$ cat src/rtl/slcsr_ram.sv
// ----------------------------------------------------------------------------
// slcsr_ram
// Generic simple dual-port RAM: one write port, one read port, read data
// registered.
// ----------------------------------------------------------------------------
module slcsr_ram #(
  parameter int WIDTH = 8,
  parameter int DEPTH = 16
) (
  input  logic                     clk,
  input  logic                     we,
  input  logic [$clog2(DEPTH)-1:0] waddr,
  input  logic [WIDTH-1:0]         wdata,
  input  logic [$clog2(DEPTH)-1:0] raddr,
  output logic [WIDTH-1:0]         rdata
);

  logic [WIDTH-1:0] mem [DEPTH];

  always_ff @(posedge clk) begin
    if (we) begin
      mem[waddr] <= wdata;
    end
    rdata <= mem[raddr];
  end

endmodule

$ cat config.mk
export PLATFORM = sky130hd
export DESIGN_NAME = slcsr_ram
export DESIGN_NICKNAME = d
export VERILOG_FILES = /design/src/rtl/slcsr_ram.sv
export SDC_FILE = /design/constraint.sdc
export NUM_CORES = 1
export LEC_CHECK = 0
export ABC_AREA = 0
export BUFFER_PORTS_ARGS = -buffer_cell sky130_fd_sc_hd__buf_2
export CORE_MARGIN = 4
export CORE_UTILIZATION = 60
export DETAILED_ROUTE_END_ITERATION = 6
export GPL_TIMING_DRIVEN = 0
export PLACE_DENSITY = 0.89
export SKIP_CTS_REPAIR_TIMING = 1
export SLEW_MARGIN = 20
export SYNTH_ARGS = -nofsm -noshare
export SYNTH_HDL_FRONTEND = slang
export SYNTH_SLANG_ARGS = --single-unit
$ cat constraint.sdc
create_clock -name clk -period 4.9 [get_ports clk]
set_input_delay 0.735 -clock clk [delete_from_list [all_inputs] [get_ports clk]]
set_output_delay 0.735 -clock clk [all_outputs]
set_load 0.005 [all_outputs]
; ---- Word level (Yosys, flattened, before mapping)
; Memory sizes are Yosys's and may differ from the RTL's. A register that Yosys moved wholly into a read port is not among the register bits.
; Cells that the tools add are included.
[totals]
n_memories = 1
ramBits = 128
inputBits = 18
reg_bits = 0
out_inout_bits = 8
elab_cells = 3
[mem_list]
columns = memory, words, word_bits, read_ports, rd_clocked_by_memory_dff, wr, line_no
row1 = mem, 16, 8, 1, 1, 1, 18  ; logic [WIDTH-1:0] mem [DEPTH];
[classes]
n_mux = 2
[op_table]
columns = operator, n
row1 = 1-bit two-way mux, 2

; ---- Longest topological paths before layout
; Gate-level depths: netlist of the first run.
[logic_depth]
ltp_word = 2
depth_mapped = 5

; ---- Worst setup path before layout of the first run
; No wires, ideal clock.
[synth_path]
kind = input-to-reg
startpoint = input port waddr[2]
endpoint = memory mem[0][0] (enable)
slack_ns = 2.672
path_buffers = 0
stages = 2
required_time_ns = 4.517
arrival_time_ns = 1.845
cell_sequence = or3b_2 -> nor3_1
[synth_rtl]
columns = item, line_no
row1 = "start, declared", 12  ; input logic [$clog2(DEPTH)-1:0] waddr,
row2 = "end, declared", 18
; Straight into the memory's write port.

; ---- Worst setup path in the final report of the first run
[layout_path]
startpoint = input port waddr[2]
endpoint = memory mem[1][3] (enable)
; Straight into the memory's write port.

==> results.md, run 1 <==
- Run status: finished clean
- Clock Tree Buf Depth: 2
- Clk_lat worst skew: 520 ps
- DRC: 0
- Share of cells above drive strength 1: 0.302
- H-tree depth: 4
- Vias in the first global route: 2574
- Clock tree sinks: 136
- Register area share after synthesis: 0.778
- N_diodes: 0
- Slew HR: 0.434
- CP Max Fanout: 8
- Critical Path AT: 2070 ps
- Routed Antenna Nets: 0
- # IOs: 26
- Period utilization: 0.392
- Crit path capture type: register
- Fmax: 520 MHz
- FF-to-FF path depth: 3
- CTS buffer count: 17
- Synth Area in Compound Gates: 0.0233
- Multiplexer area fraction after synthesis: 0.150
- XOR/XNOR share of the synthesized area: 0
- Simple logic cell fraction of the synthesized area: 0.0318
- Synth-to-Final Area Change: 17.4%
- Via/cell ratio: 6.58
- Initial drt markers: 304
- Initial antenna violation count: 0
- Synth unique cells: 19
- Worst-margin pin slew: 845 ps
- TNS Setup: 0 ps
- CTS tree: built
- Fin. max-slew vios: 0
- Largest net degree at the start of global routing: 17
- GR Util All Layers: 0.231
- Area of the multi-input gates: 1080 µm²
- Pwr Density: 458 nW/µm²
- Final min period: 1920 ps
- MaxCap Viol Count: 0
- Clk slew on worst S/H paths: 60 ps
- Fill cells: 458
- DRT Pass-1 Iters: 5
- WL/cell: 27.4 µm
- Setup CP Type: in2reg
- Routability cong.: 0.785
- Hold slack: 617 ps
- Unrepaired setup endpoints after global routing: no
- HP Class: in2reg
- Largest family of logic cells by synthesized area: multiplexers
- Die Ht: 101 µm
- Syn Nets: 247
- Synthesized instance count: 229
- Yosys warns: 0
- First-pass GRT wire length: 15.9 mm
- Final cell utilization of the core: 0.728
- Final Skew: 8.35 ps
- Synth Area in Adders: 0
- DP HPWL: 6.42 mm
- Core region area: 8300 µm²
- Final Hold Viols: 0
- Area of the mapped netlist: 5150 µm²
- Startpoint Class: primary input
- Num rows: 33
- Crit path required time: 5040 ps
- Power Total: 2760 µW
- Maximum vdd drop: 0.000226 V
- Die W: 101 µm
- Clock Root Buffer: clkbuf_8
- Register bit total from synthesis: 136
- Setup violators final: 0
- Hold Crit Depth: 1
- Leakage: 0.00205 µW
- Die Area: 10100 µm²
- Register area: 4000 µm²
- Syn avg cell area: 22.5 µm²
- Grt ovf: 0
- Final wirelength: 10.7 mm
- Nets@finish: 290
- Port Buffers: 24
- Initial core utilization: 0.620
- DR vias: 2565
[worst max-delay path, cell delays in order]
cell and delay (ps):
buf_2 110, or3b_2 540, nor2_1 670
[Yosys cell counts, drive strengths merged]
cell           number  area [µm²]
clkdlybuf4s25       3        30.0
nor3                4        20.0
mux4               32         773
edfxtp            128        3840
nand3               1        5.00
nand3b              2        15.0
and2                1        6.26
nor2               13        48.8
nand2b              2        12.5
buf                 7        56.3
nand2               9        33.8
dfxtp               8         160
a22oi              16         120
nor2b               1        6.26
and2b               1        7.51
or3b                1        8.76
[metal layers]
layer,GRT usage,wire [µm]
met1,0.321,4140
met4,0.110,269
met2,0.342,5320
met5,0,0
met3,0.0637,951
[final timing paths]
| check | startpoint | to | slack, ps |
|---|---|---|---|
| max | waddr[2] | mem[1][3]$_DFFE_PP_ | 2980 |
| min reg2reg | mem[0][3]$_DFFE_PP_ | rdata[3]$_DFF_P_ | 700 |
| min | wdata[4] | mem[6][4]$_DFFE_PP_ | 620 |
| max reg2reg | mem[8][6]$_DFFE_PP_ | rdata[6]$_DFF_P_ | 3410 |
[cells by family (layout without fill, tap and decap cells)]
kind of cell / Yosys count / after routing
multiplexers: 32 / 32
buffers and inverters: 10 / 66
flip-flops: 136 / 136
AND/OR/NAND/NOR: 35 / 35
AO/OA/AOI/OAI: 16 / 16
[area by class of cell]
cell class / instances / area share
buffer: 10 / 0.0143
clock buffer: 24 / 0.0795
clock inverter: 8 / 0.0236
multi-input combinational: 83 / 0.178
sequential: 136 / 0.663
tap: 105 / 0.0217
timing repair buffer: 24 / 0.0199
[cells in the final DEF (no fill, tap or decap), types with 5 or more instances in the layout]
| master | instances |
|---|---|
| nand2_1 | 9 |
| buf_2 | 27 |
| mux4_1 | 14 |
| a22oi_1 | 16 |
| mux4_2 | 18 |
| edfxtp_1 | 128 |
| nor2_1 | 13 |
| clkbuf_16 | 16 |
| dfxtp_1 | 8 |
| clkbuf_8 | 5 |
[per-stage QoR]
stage          instances  area, µm²  worst slack, ps
6_report             390       6040             2980
4_1_cts              390       6030             3020
5_1_grt              390       6040             2990
3_3_place_gp         358       5400             2200
3_5_place_dp         358       5410             2460
2_1_floorplan        229       5150             2670
[registers in the layout (all words and copies together), names as in the netlist]
name	count
mem	128
rdata	8
[power breakdown]
part / switching, µW / leakage (µW) / internal (µW) / total [µW]
clock network: 452 / 0.000305 / 879 / 1330
logic: 73.7 / 0.000520 / 51.7 / 125
registers: 7.38 / 0.00122 / 1300 / 1310
total: 533 / 0.00205 / 2230 / 2760
(Power assumes the default switching activity.)
==> run 2: changes to the inputs <==
--- a/config.mk
+++ b/config.mk
@@ -5,7 +5,7 @@
 export SDC_FILE = /design/constraint.sdc
 export NUM_CORES = 1
 export LEC_CHECK = 0
-export ABC_AREA = 0
+export ABC_AREA = 1
 export BUFFER_PORTS_ARGS = -buffer_cell sky130_fd_sc_hd__buf_2
 export CORE_MARGIN = 4
 export CORE_UTILIZATION = 60
==> constraint.sdc (replaced) <==
create_clock -name clk -period 1.8 [get_ports clk]
set_input_delay 0.27 -clock clk [delete_from_list [all_inputs] [get_ports clk]]
set_output_delay 0.27 -clock clk [all_outputs]
set_load 0.005 [all_outputs]
==> results.md, run 2 <==
- Hold slack: 177 ps (-440 ps)
- Clock Tree Buf Depth: 2 (unchanged)
- Most common cell after layout, fill and taps aside: nand2_1
- Top cell type's share of synthesized area: 0.667 (-0.0802)
- Worst-margin pin slew: 971 ps (+126 ps)
- Share of cells above drive strength 1: 0.131 (-0.171)
- Die W: 106 µm (+5.4%)
- Via/cell ratio: 5.86 (-11%)
- CP Max Fanout: 8 (unchanged)
- DRC: 0 (unchanged)
- Fin. max-slew vios: 0 (unchanged)
- Setup WS pre-CTS: 82.8 ps (-2370 ps)
- Yosys warns: 0 (unchanged)
- H-tree depth: 4 (unchanged)
- Leakage: 0.00293 µW (+43%)
- Delay-heaviest family, CP: simple AND/OR/NAND/NOR gates
- Grt ovf: 0 (unchanged)
- Register area: 4000 µm² (unchanged)
- XOR/XNOR share of the synthesized area: 0 (unchanged)
- Multiplexer area fraction after synthesis: 0 (-0.150)
- First-pass GRT wire length: 23.4 mm (+47%)
- Synth async-reset ratio: 0 (unchanged)
- Prevailing post-synth register cell: edfxtp_1
- HP Class: in2reg
- Simple logic cell fraction of the synthesized area: 0.210 (+0.179)
- Reg2reg start: mem[15][6]$_DFFE_PP_
- Synth unique cells: 12 (-7)
- Fmax: 795 MHz
- GRT Max-Usage Layer: met2
- Final cell utilization of the core: 0.722 (-0.00633)
- Area of the mapped netlist: 5770 µm² (+12%)
- DRT Pass-1 Iters: 5 (unchanged)
- Most flop-heavy register: mem
- Syn avg cell area: 10.5 µm² (-53%)
- Die Area: 11200 µm² (+11%)
- Final wirelength: 14.8 mm (+39%)
- Port Buffers: 22 (-8.3%)
- Met2 usage: 0.432 (+0.0899)
- Nets@finish: 610 (+110%)
- N_diodes: 0 (unchanged)
- Clock tree sinks: 136 (unchanged)
- Run status: finished clean
- GR Util met1: 0.369 (+0.0480)
- Buf/Inv on CP: 2 (+1)
- Crit path capture type: register
- Commonest cells after routing, fill and taps aside: 173 x nand2_1, 128 x edfxtp_1, 100 x inv_1
- Hold Crit Endpoint: mem[11][4]$_DFFE_PP_
- Startpoint Class: primary input
- Clk_lat worst skew: 530 ps (about the same)
- Die Ht: 106 µm (+5.4%)
- Area of the multi-input gates: 1210 µm² (+13%)
- Final worst slack: 542 ps (-2430 ps)
- CTS tree: built
- Synth Area in Adders: 0 (unchanged)
- Post-synth EDFFs: 128 (unchanged)
- DR vias: 4299 (+68%)
- Register area share after synthesis: 0.694 (-0.0835)
- Worst-path cell chain: buf_2, inv_1, nand2_1, nor2_1
- Syn Nets: 569 (+130%)
- Final min period: 1260 ps
- Clock Root Buffer: clkbuf_8
- Synth cell count leaders: 173 x nand2_1, 128 x edfxtp_1, 100 x inv_1
- Unrepaired setup endpoints after global routing: no
- WL/cell: 20.2 µm (-26%)
- FF-to-FF path depth: 6 (+3)
- Hold path startpoint: wdata[4]
- R2R Path End: rdata[6]$_DFF_P_
- Critical Path Slowest Stage Cell: nor2_1
- Core region area: 9280 µm² (+12%)
- GR Util All Layers: 0.281 (+0.0508)
- Critical Path AT: 1410 ps (-660 ps)
- Routability cong.: 0.927 (+18%)
- Vias in the first global route: 4229 (+64%)
- Crit path required time: 1950 ps (-3090 ps)
- Setup violators final: 0 (unchanged)
- Largest net degree at the start of global routing: 17 (unchanged)
- Period utilization: 0.699
- Num rows: 35 (+6.1%)
- Slew HR: 0.350 (-0.0844)
- Final Hold Viols: 0 (unchanged)
- Initial core utilization: 0.621 (+0.000927)
- DP HPWL: 8.82 mm (+37%)
- MaxCap Viol Count: 0 (unchanged)
- CTS buffer count: 17 (unchanged)
- Pwr Density: 1180 nW/µm² (+160%)
- Initial antenna violation count: 0 (unchanged)
- Largest family of logic cells by synthesized area: simple AND/OR/NAND/NOR gates
- Count leader, synth: nand2_1
- TNS Setup: 0 ps (unchanged)
- Post-synth top area cell: edfxtp_1
- Final Skew: 7.03 ps (-1.32 ps)
- Register bit total from synthesis: 136 (unchanged)
- Placed cells: 702 (+96%)
- Initial drt markers: 689 (+130%)
- Hold Crit Depth: 1 (unchanged)
- Clk slew on worst S/H paths: 60 ps (about the same)
- Largest register FFs: 128 (unchanged)
- Fill cells: 556 (+21%)
- R2R Setup Slk: 720 ps (-2690 ps)
- Routed Antenna Nets: 0 (unchanged)
- Synth Area in Compound Gates: 0 (-0.0233)
- Maximum vdd drop: 0.000875 V (+290%)
- Synthesized instance count: 551 (+140%)
- Top flop regs: mem: 128 flops, rdata: 8 flops
- Met3 GRT Util: 0.0723 (+0.00858)
- Non-Filler Instances: 734 (+88%)
- Synth area leaders: edfxtp_1 67%, nand2_1 11%, nand3_1 8.4%
- Setup CP Type: in2reg
- Synth-to-Final Area Change: 16.2%
- Slowest stage delay, CP: 790 ps (+120 ps)
- # IOs: 26 (unchanged)
## run 2: cell count changes after synthesis, moves of 4 or more
cell and delta:
nand2_1 +164, inv_1 +100, nand3_1 +96, mux4_2 -18, a22oi_1 -16, mux4_1 -14, buf_2 +10, nor2_1 +4
nor3_1 -4
## run 2: layout make-up
type	count	area share
multi-input cells	289	0.181
inverters	102	0.0571
clock buffers	17	0.0618
flip-flops and latches	136	0.598
plain buffers	24	0.0248
clock inverters	15	0.0370
well taps	129	0.0241
repair buffers	22	0.0164
## run 2: stage by stage
| step | instance area (µm²) | total power [µW] |
|---|---|---|
| after floorplan | 5770 | 3870 |
| after global placement | 6040 | 4050 |
| after detailed placement | 6040 | 4070 |
| after CTS | 6700 | 7880 |
| after global routing | 6700 | 8080 |
| final | 6700 | 7920 |
## run 2: how the worst max path moves through the flow
stage | start | end | slack (ps) | depth (start not counted)
floorplan | waddr[2] | mem[10][0]$_DFFE_PP_ | 580 | 2
global placement | waddr[3] | mem[7][7]$_DFFE_PP_ | 140 | 3
detailed placement | waddr[3] | mem[7][2]$_DFFE_PP_ | 80 | 3
CTS | rdata[7]$_DFF_P_ | rdata[7] | 580 | 1
global route | waddr[0] | mem[12][7]$_DFFE_PP_ | 480 | 4
finish | waddr[0] | mem[12][6]$_DFFE_PP_ | 540 | 4
## run 2: logic make-up (layout without fill, tap and decap cells)
logic type,after synthesis,in the layout
buffers and inverters,126,180
and+or+nand+nor,289,289
DFF,136,136
## run 2: metal layers
| metal | vias up | part of all wire |
|---|---|---|
| met4 | 0 | 0.064 |
| met3 | 103 | 0.13 |
| met1 | 1942 | 0.36 |
| met2 | 397 | 0.44 |
| met5 | - | 0 |
| li1 | 1857 | - |
## run 2: report_power, final
| group | switching (µW) | total [µW] | internal, µW |
|---|---|---|---|
| Sequential | 19.8 | 3560 | 3540 |
| Combinational | 344 | 479 | 136 |
| Clock | 1340 | 3880 | 2540 |
| Total | 1700 | 7920 | 6210 |
==> run 3: changes to the inputs <==
--- a/config.mk
+++ b/config.mk
@@ -5,7 +5,7 @@
 export SDC_FILE = /design/constraint.sdc
 export NUM_CORES = 1
 export LEC_CHECK = 0
-export ABC_AREA = 1
+export ABC_AREA = 0
 export BUFFER_PORTS_ARGS = -buffer_cell sky130_fd_sc_hd__buf_2
 export CORE_MARGIN = 4
 export CORE_UTILIZATION = 60
==> constraint.sdc (replaced) <==
create_clock -name clk -period 1.2 [get_ports clk]
set_input_delay 0.18 -clock clk [delete_from_list [all_inputs] [get_ports clk]]
set_output_delay 0.18 -clock clk [all_outputs]
set_load 0.005 [all_outputs]
==> results.md, run 3 (synthesized netlist as in run 1, its figures left out) <==
- Final min period: 1300 ps
- Comb power frac: 0.054 (-0.007)
- Final cell utilization of the core: 0.727 (+0.00512)
- Initial core utilization: 0.620 (-0.000927)
- DRC: 0 (unchanged)
- Largest net degree at the start of global routing: 17 (unchanged)
- Final Skew: 5.21 ps (-1.82 ps)
- Clk_lat worst skew: 520 ps (about the same)
- Worst-margin pin slew: 834 ps (-138 ps)
- Fmax: 767 MHz
- Synth-to-Final Area Change: 17.2%
- R2R Setup Slk: -100 ps (-820 ps)
- Die W: 101 µm (-5.1%)
- Clock Root Buffer: clkbuf_8
- P_sw: 2170 µW (+28%)
- Sequential share of power: 0.502 (+0.052)
- First-pass GRT wire length: 15.8 mm (-32%)
- Clock tree sinks: 136 (unchanged)
- GR Util All Layers: 0.232 (-0.0494)
- Final wirelength: 10.5 mm (-30%)
- Clock Tree Buf Depth: 2 (unchanged)
- Most common cell after layout, fill and taps aside: edfxtp_1
- Top flop regs: mem: 128 flops, rdata: 8 flops
- Vias in the first global route: 2581 (-39%)
- DP HPWL: 6.20 mm (-30%)
- Hold slack: 74.1 ps (-103 ps)
- Die Area: 10100 µm² (-9.9%)
- Share of cells above drive strength 1: 0.408 (+0.278)
- Critical Path AT: 1700 ps (+290 ps)
- Unrepaired setup endpoints after global routing: yes
- Period utilization: 1.09
- Hold Crit Endpoint: mem[15][6]$_DFFE_PP_
- Reg2reg start: mem[1][6]$_DFFE_PP_
- Clk pwr share: 0.444 (-0.046)
- Maximum vdd drop: 0.00137 V (+56%)
- Largest register FFs: 128 (unchanged)
- Core region area: 8300 µm² (-11%)
- Fin. max-slew vios: 0 (unchanged)
- Crit path capture type: register
- CTS tree: built
- # IOs: 26 (unchanged)
- Grt ovf: 0 (unchanged)
- Leakage: 0.00196 µW (-33%)
- Setup violators final: 8 (+8)
- Final worst slack: -104 ps (-646 ps)
- Most flop-heavy register: mem
- Die Ht: 101 µm (-5.1%)
- Violated checks: setup timing
- Initial antenna violation count: 0 (unchanged)
- HP Class: in2reg
- Startpoint Class: register
- WL/cell: 26.9 µm (+33%)
- Pwr Density: 1760 nW/µm² (+49%)
- CP Max Fanout: 1 (-7)
- Routed Antenna Nets: 0 (unchanged)
- Run status: finished with violations
- Crit path required time: 1590 ps (-360 ps)
- R2R Path End: rdata[6]$_DFF_P_
- Hold path startpoint: wdata[6]
- MaxCap Viol Count: 0 (unchanged)
- DRT Pass-1 Iters: 6 (+1)
- FF-to-FF path depth: 3 (-3)
- Commonest cells after routing, fill and taps aside: 128 x edfxtp_1, 32 x mux4_2, 27 x buf_2
- Clk slew on worst S/H paths: 60 ps (about the same)
- Net Sw Frac: 0.204 (-0.0106)
- DR vias: 2514 (-42%)
- Initial drt markers: 347 (-50%)
- Int Power: 8460 µW (+36%)
- Final Hold Viols: 0 (unchanged)
- Setup CP Type: reg2reg
- Setup WS pre-CTS: -434 ps (-517 ps)
- Num rows: 33 (-5.7%)
- N_diodes: 0 (unchanged)
- Routability cong.: 0.730 (-21%)
- Port Buffers: 24 (+9.1%)
- Nets@finish: 290 (-52%)
- Hold Crit Depth: 1 (unchanged)
- H-tree depth: 4 (unchanged)
- CTS buffer count: 17 (unchanged)
- Via/cell ratio: 6.46 (+10%)
- Slew HR: 0.442 (+0.0920)
[run 3: cell types whose count changed in the layout (fill, tap and decap cells not counted), sizes merged, moves of 15 or more]
cell / previous run / this run
inv: 105 / 0
nand2: 173 / 9
nand3: 97 / 1
a22oi: 0 / 16
buf: 46 / 31
mux4: 0 / 32
[run 3: how the worst max path moves through the flow]
stage                           end  slack (ps)           startpoint  cells past startpoint
3_3_place_gp    mem[0][7]$_DFFE_PP_        -400             waddr[2]                      3
6_report           rdata[6]$_DFF_P_        -100  mem[1][6]$_DFFE_PP_                      3
3_5_place_dp   mem[15][5]$_DFFE_PP_        -430             waddr[0]                      3
2_1_floorplan   mem[0][0]$_DFFE_PP_        -110             waddr[2]                      2
5_1_grt            rdata[6]$_DFF_P_        -140  mem[1][6]$_DFFE_PP_                      3
4_1_cts            rdata[2]$_DFF_P_        -180  mem[7][2]$_DFFE_PP_                      3
[run 3: per-stage QoR]
stage	total power (µW)	area, µm²	setup TNS, ps	std cells
3_3_place_gp	5940	5440	-41920	358
6_report	10600	6030	-579	389
4_1_cts	10600	5970	-1050	389
5_1_grt	11000	6030	-919	389
3_5_place_dp	5970	5440	-46960	358
2_1_floorplan	5740	5180	-1220	229
[run 3: cell type report]
class	instances	area (µm²)
Buffer	10	120
Clock buffer	20	425
Clock inverter	11	108
Fill cell	436	2270
Multi-Input combinational cell	83	1120
Sequential cell	136	4000
Tap cell	105	131
Timing Repair Buffer	24	120
[run 3: power groups by stage]
| stage | logic [µW] | registers (µW) | clock network [µW] |
|---|---|---|---|
| 5_1_grt | 613 | 5350 | 5020 |
| 3_3_place_gp | 513 | 5430 | 0 |
| 4_1_cts | 546 | 5340 | 4760 |
| 3_5_place_dp | 536 | 5440 | 0 |
| 2_1_floorplan | 303 | 5440 | 0 |
| 6_report | 572 | 5340 | 4720 |
[run 3: metal layers]
metal / track usage / wire (µm) / vias up
met5: 0 / 0 / -
met1: 0.301 / 3850 / 1311
met2: 0.379 / 5460 / 140
met3: 0.0595 / 921 / 18
li1: - / - / 1045
met4: 0.0912 / 216 / 0
[run 3: worst max-delay path, stage by stage (launching register included)]
cell and delay [ps]:
edfxtp_1 430, mux4_2 480, a22oi_2 180, nand2_1 90
